==> src/rtl/core/lcb_pkg.sv <==
package lcb_pkg;

  localparam int TB_W = 40;
  localparam int FW   = 32;

  typedef logic [2:0] status_t;
  typedef logic [1:0] action_t;

  localparam status_t ST_HIT      = 3'd0;
  localparam status_t ST_MISS     = 3'd1;
  localparam status_t ST_EVICTED  = 3'd2;
  localparam status_t ST_INSERTED = 3'd3;
  localparam status_t ST_PRESENT  = 3'd4;
  localparam status_t ST_REJECTED = 3'd5;
  localparam status_t ST_CLEARED  = 3'd6;

  localparam action_t ACT_GET   = 2'd0;
  localparam action_t ACT_PUT   = 2'd1;
  localparam action_t ACT_CLEAR = 2'd2;

  localparam logic CFG_LIMIT  = 1'b0;
  localparam logic CFG_BUDGET = 1'b1;

  typedef struct packed {
    logic          we;
    logic [FW-1:0] key;
    logic [FW-1:0] value;
  } ev_wr_t;

endpackage

==> src/rtl/core/lcb_evict_fifo.sv <==
module lcb_evict_fifo #(
  parameter int N  = 17,
  parameter int AW = 5
) (
  input  logic                 clk,
  input  lcb_pkg::ev_wr_t      wr,
  input  logic [AW-1:0]        waddr,
  input  logic [AW-1:0]        raddr,
  output logic [lcb_pkg::FW-1:0] rkey,
  output logic [lcb_pkg::FW-1:0] rvalue
);
  import lcb_pkg::*;

  logic [FW-1:0] key_mem [N];
  logic [FW-1:0] val_mem [N];

  always_ff @(posedge clk) begin
    if (wr.we) begin
      key_mem[waddr] <= wr.key;
      val_mem[waddr] <= wr.value;
    end
    rkey   <= key_mem[raddr];
    rvalue <= val_mem[raddr];
  end

endmodule

==> src/rtl/core/lru_cache_with_byte_budget.sv <==
// lru cache with entry limit and byte budget
//
// input channel: an item (in_action, in_key, in_value, in_entry_size) is taken
// at a clock edge where start is high and busy is low. busy stays high while
// the item is worked on; no other item is taken meanwhile.
// result channel: each result is on the out_ ports for one cycle, marked by
// out_valid. evictions come first, oldest first, then one status result with
// out_last set. out_entries_held and out_bytes_held give the state after the
// whole item. the receiver cannot stall; results are never held back.
// a lookup reads (S_SRD) and compares (S_SCMP) slot by slot up to a hit or the
// last slot; after an insert each evicted entry, oldest first, goes to the fifo
// (S_EVCHK, S_EVRD), then eviction results (S_EMIT) and status (S_FIN) follow.
// a zero-value put, an unused action or a clear goes straight to S_FIN.
// configuration: cfg_we writes register cfg_index (0 entry limit, 1 byte budget)
// from cfg_data, not enforced: the user must write only while the block is idle.
// reset (synchronous, rst_n low) empties the store, sets limit 16, budget 0.
module lru_cache_with_byte_budget #(
  parameter int DEPTH      = 16,
  parameter int KEY_BITS   = 32,
  parameter int VALUE_BITS = 32,
  parameter int SIZE_BITS  = 32
) (
  input  logic                       clk,
  input  logic                       rst_n,
  input  logic                       start,
  output logic                       busy,
  input  lcb_pkg::action_t           in_action,
  input  logic [31:0]                in_key,
  input  logic [31:0]                in_value,
  input  logic [31:0]                in_entry_size,
  output logic                       out_valid,
  output lcb_pkg::status_t           out_status,
  output logic [31:0]                out_result_key,
  output logic [31:0]                out_result_value,
  output logic [4:0]                 out_entries_held,
  output logic [lcb_pkg::TB_W-1:0]   out_bytes_held,
  output logic                       out_last,
  input  logic                       cfg_we,
  input  logic                       cfg_index,
  input  logic [31:0]                cfg_data
);
  import lcb_pkg::*;

  localparam int SLOTS = DEPTH + 1;
  localparam int IW    = $clog2(SLOTS);
  localparam int CW    = $clog2(SLOTS + 1);
  localparam int LW    = (CW > 5) ? CW : 5;
  localparam int KS    = (KEY_BITS < 32) ? KEY_BITS : 32;
  localparam int VS    = (VALUE_BITS < 32) ? VALUE_BITS : 32;
  localparam int SS    = (SIZE_BITS < 32) ? SIZE_BITS : 32;

  localparam logic [2:0] S_IDLE  = 3'd0;
  localparam logic [2:0] S_SRD   = 3'd1;
  localparam logic [2:0] S_SCMP  = 3'd2;
  localparam logic [2:0] S_EVCHK = 3'd3;
  localparam logic [2:0] S_EVRD  = 3'd4;
  localparam logic [2:0] S_EMIT  = 3'd5;
  localparam logic [2:0] S_FIN   = 3'd6;

  logic [2:0] state_r, state_nxt;

  logic [KS-1:0] key_mem  [SLOTS];
  logic [VS-1:0] val_mem  [SLOTS];
  logic [SS-1:0] size_mem [SLOTS];
  logic [KS-1:0] key_q;
  logic [VS-1:0] val_q;
  logic [SS-1:0] size_q;

  logic [SLOTS-1:0] valid_r, valid_nxt;
  logic [IW-1:0]    rank_r [SLOTS];
  logic [IW-1:0]    rank_nxt [SLOTS];
  logic [CW-1:0]    count_r, count_nxt;
  logic [TB_W-1:0]  total_r, total_nxt;
  logic [4:0]       limit_r;
  logic [31:0]      budget_r;

  action_t     act_r;
  logic [31:0] ikey_r, ival_r, isize_r;
  logic [IW-1:0] idx_r, idx_nxt;
  logic [IW-1:0] ev_slot_r, ev_slot_nxt;
  logic [CW-1:0] ev_cnt_r, ev_cnt_nxt;
  logic [IW-1:0] em_idx_r, em_idx_nxt;
  status_t     fin_st_r, fin_st_nxt;
  logic [31:0] fin_val_r, fin_val_nxt;

  logic        out_valid_r, out_last_r, src_fifo_r;
  status_t     out_st_r;
  logic [31:0] out_key_r, out_val_r;
  logic        emit_ev, emit_fin;

  logic [IW-1:0] rd_addr;
  logic          mem_we;
  logic [IW-1:0] free_slot, oldest;
  logic [LW-1:0] lim;
  logic          over;
  ev_wr_t        ev_wr;
  logic [31:0]   fifo_key, fifo_val;

  always_comb begin
    free_slot = '0;
    for (int s = SLOTS - 1; s >= 0; s--) begin
      if (!valid_r[s]) free_slot = IW'(s);
    end
    oldest = '0;
    for (int s = 0; s < SLOTS; s++) begin
      if (valid_r[s] && (CW'(rank_r[s]) == count_r - CW'(1))) oldest = IW'(s);
    end
  end

  always_comb begin
    if (limit_r == 5'd0 || LW'(limit_r) > LW'(DEPTH)) lim = LW'(DEPTH);
    else lim = LW'(limit_r);
    over = (LW'(count_r) > lim) ||
           ((budget_r != 32'd0) && (total_r > TB_W'(budget_r)));
  end

  always_comb begin
    state_nxt   = state_r;
    valid_nxt   = valid_r;
    rank_nxt    = rank_r;
    count_nxt   = count_r;
    total_nxt   = total_r;
    idx_nxt     = idx_r;
    ev_slot_nxt = ev_slot_r;
    ev_cnt_nxt  = ev_cnt_r;
    em_idx_nxt  = em_idx_r;
    fin_st_nxt  = fin_st_r;
    fin_val_nxt = fin_val_r;
    rd_addr     = idx_r;
    mem_we      = 1'b0;
    emit_ev     = 1'b0;
    emit_fin    = 1'b0;
    ev_wr.we    = 1'b0;
    ev_wr.key   = 32'(key_q);
    ev_wr.value = 32'(val_q);
    unique case (state_r)
      S_IDLE: begin
        if (start) begin
          idx_nxt     = '0;
          ev_cnt_nxt  = '0;
          em_idx_nxt  = '0;
          fin_val_nxt = '0;
          case (in_action)
            ACT_GET: state_nxt = S_SRD;
            ACT_PUT: begin
              if (in_value[VS-1:0] == '0) begin
                fin_st_nxt = ST_REJECTED;
                state_nxt  = S_FIN;
              end else begin
                state_nxt = S_SRD;
              end
            end
            ACT_CLEAR: begin
              valid_nxt = '0;
              for (int s = 0; s < SLOTS; s++) rank_nxt[s] = '0;
              count_nxt  = '0;
              total_nxt  = '0;
              fin_st_nxt = ST_CLEARED;
              state_nxt  = S_FIN;
            end
            default: begin
              fin_st_nxt = ST_MISS;
              state_nxt  = S_FIN;
            end
          endcase
        end
      end
      S_SRD: begin
        rd_addr   = idx_r;
        state_nxt = S_SCMP;
      end
      S_SCMP: begin
        if (valid_r[idx_r] && key_q == ikey_r[KS-1:0]) begin
          for (int t = 0; t < SLOTS; t++) begin
            if (valid_r[t] && rank_r[t] < rank_r[idx_r]) rank_nxt[t] = rank_r[t] + IW'(1);
          end
          rank_nxt[idx_r] = '0;
          if (act_r == ACT_GET) begin
            fin_st_nxt  = ST_HIT;
            fin_val_nxt = 32'(val_q);
          end else begin
            fin_st_nxt = ST_PRESENT;
          end
          state_nxt = S_FIN;
        end else if (idx_r != IW'(SLOTS - 1)) begin
          idx_nxt   = idx_r + IW'(1);
          state_nxt = S_SRD;
        end else if (act_r == ACT_GET) begin
          fin_st_nxt = ST_MISS;
          state_nxt  = S_FIN;
        end else begin
          mem_we = 1'b1;
          for (int t = 0; t < SLOTS; t++) begin
            if (valid_r[t]) rank_nxt[t] = rank_r[t] + IW'(1);
          end
          rank_nxt[free_slot]  = '0;
          valid_nxt[free_slot] = 1'b1;
          count_nxt  = count_r + CW'(1);
          total_nxt  = total_r + TB_W'(isize_r[SS-1:0]);
          fin_st_nxt = ST_INSERTED;
          state_nxt  = S_EVCHK;
        end
      end
      S_EVCHK: begin
        rd_addr = oldest;
        if (over && count_r != '0) begin
          ev_slot_nxt = oldest;
          state_nxt   = S_EVRD;
        end else if (ev_cnt_r != '0) begin
          state_nxt = S_EMIT;
        end else begin
          state_nxt = S_FIN;
        end
      end
      S_EVRD: begin
        ev_wr.we  = 1'b1;
        valid_nxt[ev_slot_r] = 1'b0;
        rank_nxt[ev_slot_r]  = '0;
        count_nxt  = count_r - CW'(1);
        total_nxt  = total_r - TB_W'(size_q);
        ev_cnt_nxt = ev_cnt_r + CW'(1);
        state_nxt  = S_EVCHK;
      end
      S_EMIT: begin
        emit_ev    = 1'b1;
        em_idx_nxt = em_idx_r + IW'(1);
        if (CW'(em_idx_r) == ev_cnt_r - CW'(1)) state_nxt = S_FIN;
      end
      S_FIN: begin
        emit_fin  = 1'b1;
        state_nxt = S_IDLE;
      end
      default: state_nxt = S_IDLE;
    endcase
  end

  always_ff @(posedge clk) begin
    if (!rst_n) begin
      state_r     <= S_IDLE;
      valid_r     <= '0;
      for (int s = 0; s < SLOTS; s++) rank_r[s] <= '0;
      count_r     <= '0;
      total_r     <= '0;
      limit_r     <= 5'd16;
      budget_r    <= '0;
      out_valid_r <= 1'b0;
      src_fifo_r  <= 1'b0;
    end else begin
      state_r     <= state_nxt;
      valid_r     <= valid_nxt;
      rank_r      <= rank_nxt;
      count_r     <= count_nxt;
      total_r     <= total_nxt;
      out_valid_r <= emit_ev | emit_fin;
      src_fifo_r  <= emit_ev;
      if (cfg_we) begin
        unique case (cfg_index)
          CFG_LIMIT:  limit_r  <= cfg_data[4:0];
          CFG_BUDGET: budget_r <= cfg_data;
          default: ;
        endcase
      end
    end
  end

  always_ff @(posedge clk) begin
    idx_r     <= idx_nxt;
    ev_slot_r <= ev_slot_nxt;
    ev_cnt_r  <= ev_cnt_nxt;
    em_idx_r  <= em_idx_nxt;
    fin_st_r  <= fin_st_nxt;
    fin_val_r <= fin_val_nxt;
    if (start && !busy) begin
      act_r   <= in_action;
      ikey_r  <= in_key;
      ival_r  <= in_value;
      isize_r <= in_entry_size;
    end
    if (emit_ev) begin
      out_st_r   <= ST_EVICTED;
      out_last_r <= 1'b0;
    end else if (emit_fin) begin
      out_st_r   <= fin_st_r;
      out_key_r  <= ikey_r;
      out_val_r  <= fin_val_r;
      out_last_r <= 1'b1;
    end
  end

  always_ff @(posedge clk) begin
    if (mem_we) begin
      key_mem[free_slot]  <= ikey_r[KS-1:0];
      val_mem[free_slot]  <= ival_r[VS-1:0];
      size_mem[free_slot] <= isize_r[SS-1:0];
    end
    key_q  <= key_mem[rd_addr];
    val_q  <= val_mem[rd_addr];
    size_q <= size_mem[rd_addr];
  end

  lcb_evict_fifo #(
    .N  (SLOTS),
    .AW (IW)
  ) u_fifo (
    .clk    (clk),
    .wr     (ev_wr),
    .waddr  (ev_cnt_r[IW-1:0]),
    .raddr  (em_idx_r),
    .rkey   (fifo_key),
    .rvalue (fifo_val)
  );

  assign busy             = (state_r != S_IDLE);
  assign out_valid        = out_valid_r;
  assign out_status       = out_st_r;
  assign out_result_key   = src_fifo_r ? fifo_key : out_key_r;
  assign out_result_value = src_fifo_r ? fifo_val : out_val_r;
  assign out_last         = out_last_r;
  assign out_entries_held = 5'(count_r);
  assign out_bytes_held   = total_r;

endmodule

==> config.mk <==
export PLATFORM = sky130hd
export DESIGN_NAME = lru_cache_with_byte_budget
export DESIGN_NICKNAME = d
export VERILOG_FILES = /design/src/rtl/core/lcb_pkg.sv /design/src/rtl/core/lcb_evict_fifo.sv /design/src/rtl/core/lru_cache_with_byte_budget.sv
export SDC_FILE = /design/constraint.sdc
export NUM_CORES = 2
export LEC_CHECK = 0
export ABC_AREA = 1
export BUFFER_PORTS_ARGS = -buffer_cell sky130_fd_sc_hd__clkbuf_2
export CELL_PAD_IN_SITES_DETAIL_PLACEMENT = 1
export CELL_PAD_IN_SITES_GLOBAL_PLACEMENT = 1
export CORE_MARGIN = 5
export CORE_UTILIZATION = 40
export CTS_CLUSTER_SIZE = 10
export DETAILED_ROUTE_END_ITERATION = 7
export PLACE_DENSITY_LB_ADDON = 0.08
export SETUP_SLACK_MARGIN = 0.4
export SLEW_MARGIN = 25
export SYNTH_ARGS = -nofsm -noshare
export SYNTH_HDL_FRONTEND = slang
export SYNTH_SLANG_ARGS = --single-unit
export TNS_END_PERCENT = 30
==> constraint.sdc <==
create_clock -name clk -period 12.6 [get_ports clk]
set_clock_uncertainty 0.15 [all_clocks]
set_input_delay 1.89 -clock clk [delete_from_list [all_inputs] [get_ports clk]]
set_output_delay 1.89 -clock clk [all_outputs]
set_load 0.05 [all_outputs]
==> results.toml <==
[synth]
syn-instance-count = 13250
ys.flop_type = "edfxtp_1"
syn_avg_cell_area_um2 = 10.84
syn_area_mm2 = 0.1437
yosysSeqAreaShare = 0.6631
async_flop_share = 0
synth_nets = 13570
synthDistinctLibCells = 63
ys_ff_latch = 3290
synth_edf_count = 2937
synth_warnings = 0

[setup_path]
timing.reg2reg.setup_slack_ps = 5110
crit_fanout = 182
cp_slowest_stage_delay_ps = 1010
r2r-end = "key_q[18]"
cp.arrival_ps = 8160
ff2ff_path_depth = 34
r2r_start = "out_entries_held[0]"
crit_top_cell = "nand2_1"
worst_path_max_delay_cell = "ha_1"
endpoint_kind = "flip-flop"
critPathKind = "reg -> reg"
startpoint_type = "flip-flop"
required_ps = 13270

[grt]
grt_overflow = 0
grt_pass1_vias = 106900
grt_pass1_wl_um = 729900
antenna_found_initial = 24
grt.total_usage = 0.2609
grt_max_degree = 188

[floorplanning]
start_util = 0.4008
die_area_mm2 = 0.3712
coreArea_mm2 = 0.3584
rows = 220
die_h_um = 609.3
die_x_um = 609.3
top_level_ports = 250

[cts]
clock_sinks = 3290
cts_hold_buf = 0
path_clk_slew_ps = 60
post_cts_buffers = 0
htree_levels = 5
clk_latency_ps = 960
cts-root-buf = "clkbuf_16"
cts.path.max_buffers = 4
tritoncts = "built"
cts_resized = 0
cts-buffers-inserted = 384

[final_layout]
area_growth_pct = 12.24
fin_cells = 18370
fin_nets = 13580
fin_area_mm2 = 0.1612
regArea_mm2 = 0.09528
fillers = 38500
multi_input_area_mm2 = 0.04015
drive_above_1_share = 0.07965

[detailed_routing]
ant_nets = 0
vias_per_cell = 5.649
vias = 103800
wire_per_inst_um = 27.18
drc = 0
detail_route.wirelength_um = 499300
first_pass_iters = 6
drt_first_iter_violations = 8532

[hold_path]
min_to = "out_val_r[0]"
hp-start = "fin_val_r[0]"
hold_path.class = "reg -> reg"
hold_depth = 0

[timing]
finalCriticalPeriod_ps = 7487
setup-violations-final = 0
fmax_ghz = 0.1336
fin_hold_ws_ps = 263.9
period_share = 0.5942
hold_viol = 0
slew_viol_final = 0
rsz0062_at_grt = "false"
max-slew-margin-rel = 0.1747
setup_tns_ps = 0
worst_pin_slew_ps = 1225

[job]
drv_cap = 0

[placement]
placed_area_mm2 = 0.1497
routabilityCongestion = 0.9255
dpl.cell_count = 17650
post-dp-hpwl_um = 274900
numPortBuffers = 249

[power_and_ir_drop]
ir_worst_vdd_v = 0.0001770
power_mw = 36.67
leakagePower_nw = 59.87
pwr_density_cell_mw_per_mm2 = 227.4

[status]
status = "completed"
[metrics by stage]
| step | setup slack (ps) | utilization |
|---|---|---|
| after floorplan | 613.5 | - |
| after global placement | 5447 | 0.4175 |
| after detailed placement | 5402 | 0.4178 |
| after CTS | 5376 | 0.4497 |
| after global routing | 4805 | 0.4498 |
| final | 5113 | 0.4499 |
[synthesized netlist by cell type, drive strengths merged (167+ instances only)]
master / number / area share
o21ai: 826 / 0.029
nand3: 1969 / 0.069
nand3b: 197 / 0.010
buf: 336 / 0.012
nor2: 868 / 0.023
ha: 179 / 0.016
nand2: 2349 / 0.061
edfxtp: 2937 / 0.61
clkbuf: 499 / 0.013
inv: 1347 / 0.035
a21oi: 364 / 0.013
o22ai: 167 / 0.0073
dfxtp: 353 / 0.049
[layout make-up]
cell class	instances	share of cell area
diodes	12	0.0001862
clock buffers	673	0.06809
clock inverters	35	0.002762
inverters	1358	0.03189
multi-input cells	7770	0.2490
flip-flops and latches	3290	0.5909
well taps	4773	0.03704
repair buffers	459	0.02009
[worst max-delay path, delay by kind of cell, from the launching register on]
family	cells	cell delay (ps)
buf+inv	5	2710
simple gates	28	2600
fa+ha+maj	1	1010
flops	1	320
[routing by layer]
| layer | routed length, µm | share of wire | global-route usage | vias up |
|---|---|---|---|---|
| li1 | - | - | - | 46510 |
| met1 | 222000 | 0.44 | 0.3614 | 53620 |
| met2 | 236800 | 0.47 | 0.4337 | 2879 |
| met3 | 24710 | 0.049 | 0.02970 | 765 |
| met4 | 15710 | 0.031 | 0.07646 | 0 |
| met5 | 0 | 0 | 0 | - |
[report_power, final]
| part | total (mW) | internal (mW) | switching, mW |
|---|---|---|---|
| registers | 14.8 | 13.5 | 1.30 |
| clock network | 10.4 | 5.97 | 4.42 |
| logic | 11.5 | 2.96 | 8.52 |
| total | 36.7 | 22.4 | 14.2 |
[worst max path at each step]
stage / from / to / slack, ps / cells past startpoint
floorplan: idx_r[4] / key_mem[12][0] / 610 / 13
global placement: out_entries_held[0] / key_q[22] / 5450 / 34
detailed placement: out_entries_held[0] / size_q[16] / 5400 / 34
CTS: out_entries_held[0] / key_q[18] / 5380 / 34
global route: out_entries_held[0] / key_q[18] / 4800 / 34
finish: out_entries_held[0] / key_q[18] / 5110 / 34
[flip-flops by register name, summed over array words and instances (netlist names), 40 cells and up]
register and count:
size_mem 544, rank_r 85, out_bytes_held 40, key_mem 544, u_fifo.val_mem 544, u_fifo.key_mem 544
val_mem 544
[cells in the final DEF, fill, tap and decap left out, types with 197 or more instances in the layout]
cell type	instances
o21ai_0	814
clkbuf_2	249
nand3_1	1968
clkbuf_16	388
dfxtp_1	341
clkbuf_1	265
edfxtp_1	2937
a21oi_1	363
nor2_1	829
nand3b_1	197
nand2_1	2337
inv_1	1330
[cells by family after synthesis]
family                     after synthesis  synth area share
AOI/OAI and AO/OA                     1837           0.07653
xor gates and xnor gates               170           0.01036
adders and majority gates              180           0.01573
buffers and inverters                 2193           0.06022
DFF                                   3290            0.6631
muxes                                   64          0.005017
and+or+nand+nor                       5519            0.1690
Note: power is estimated with default switching activity, not from simulation.
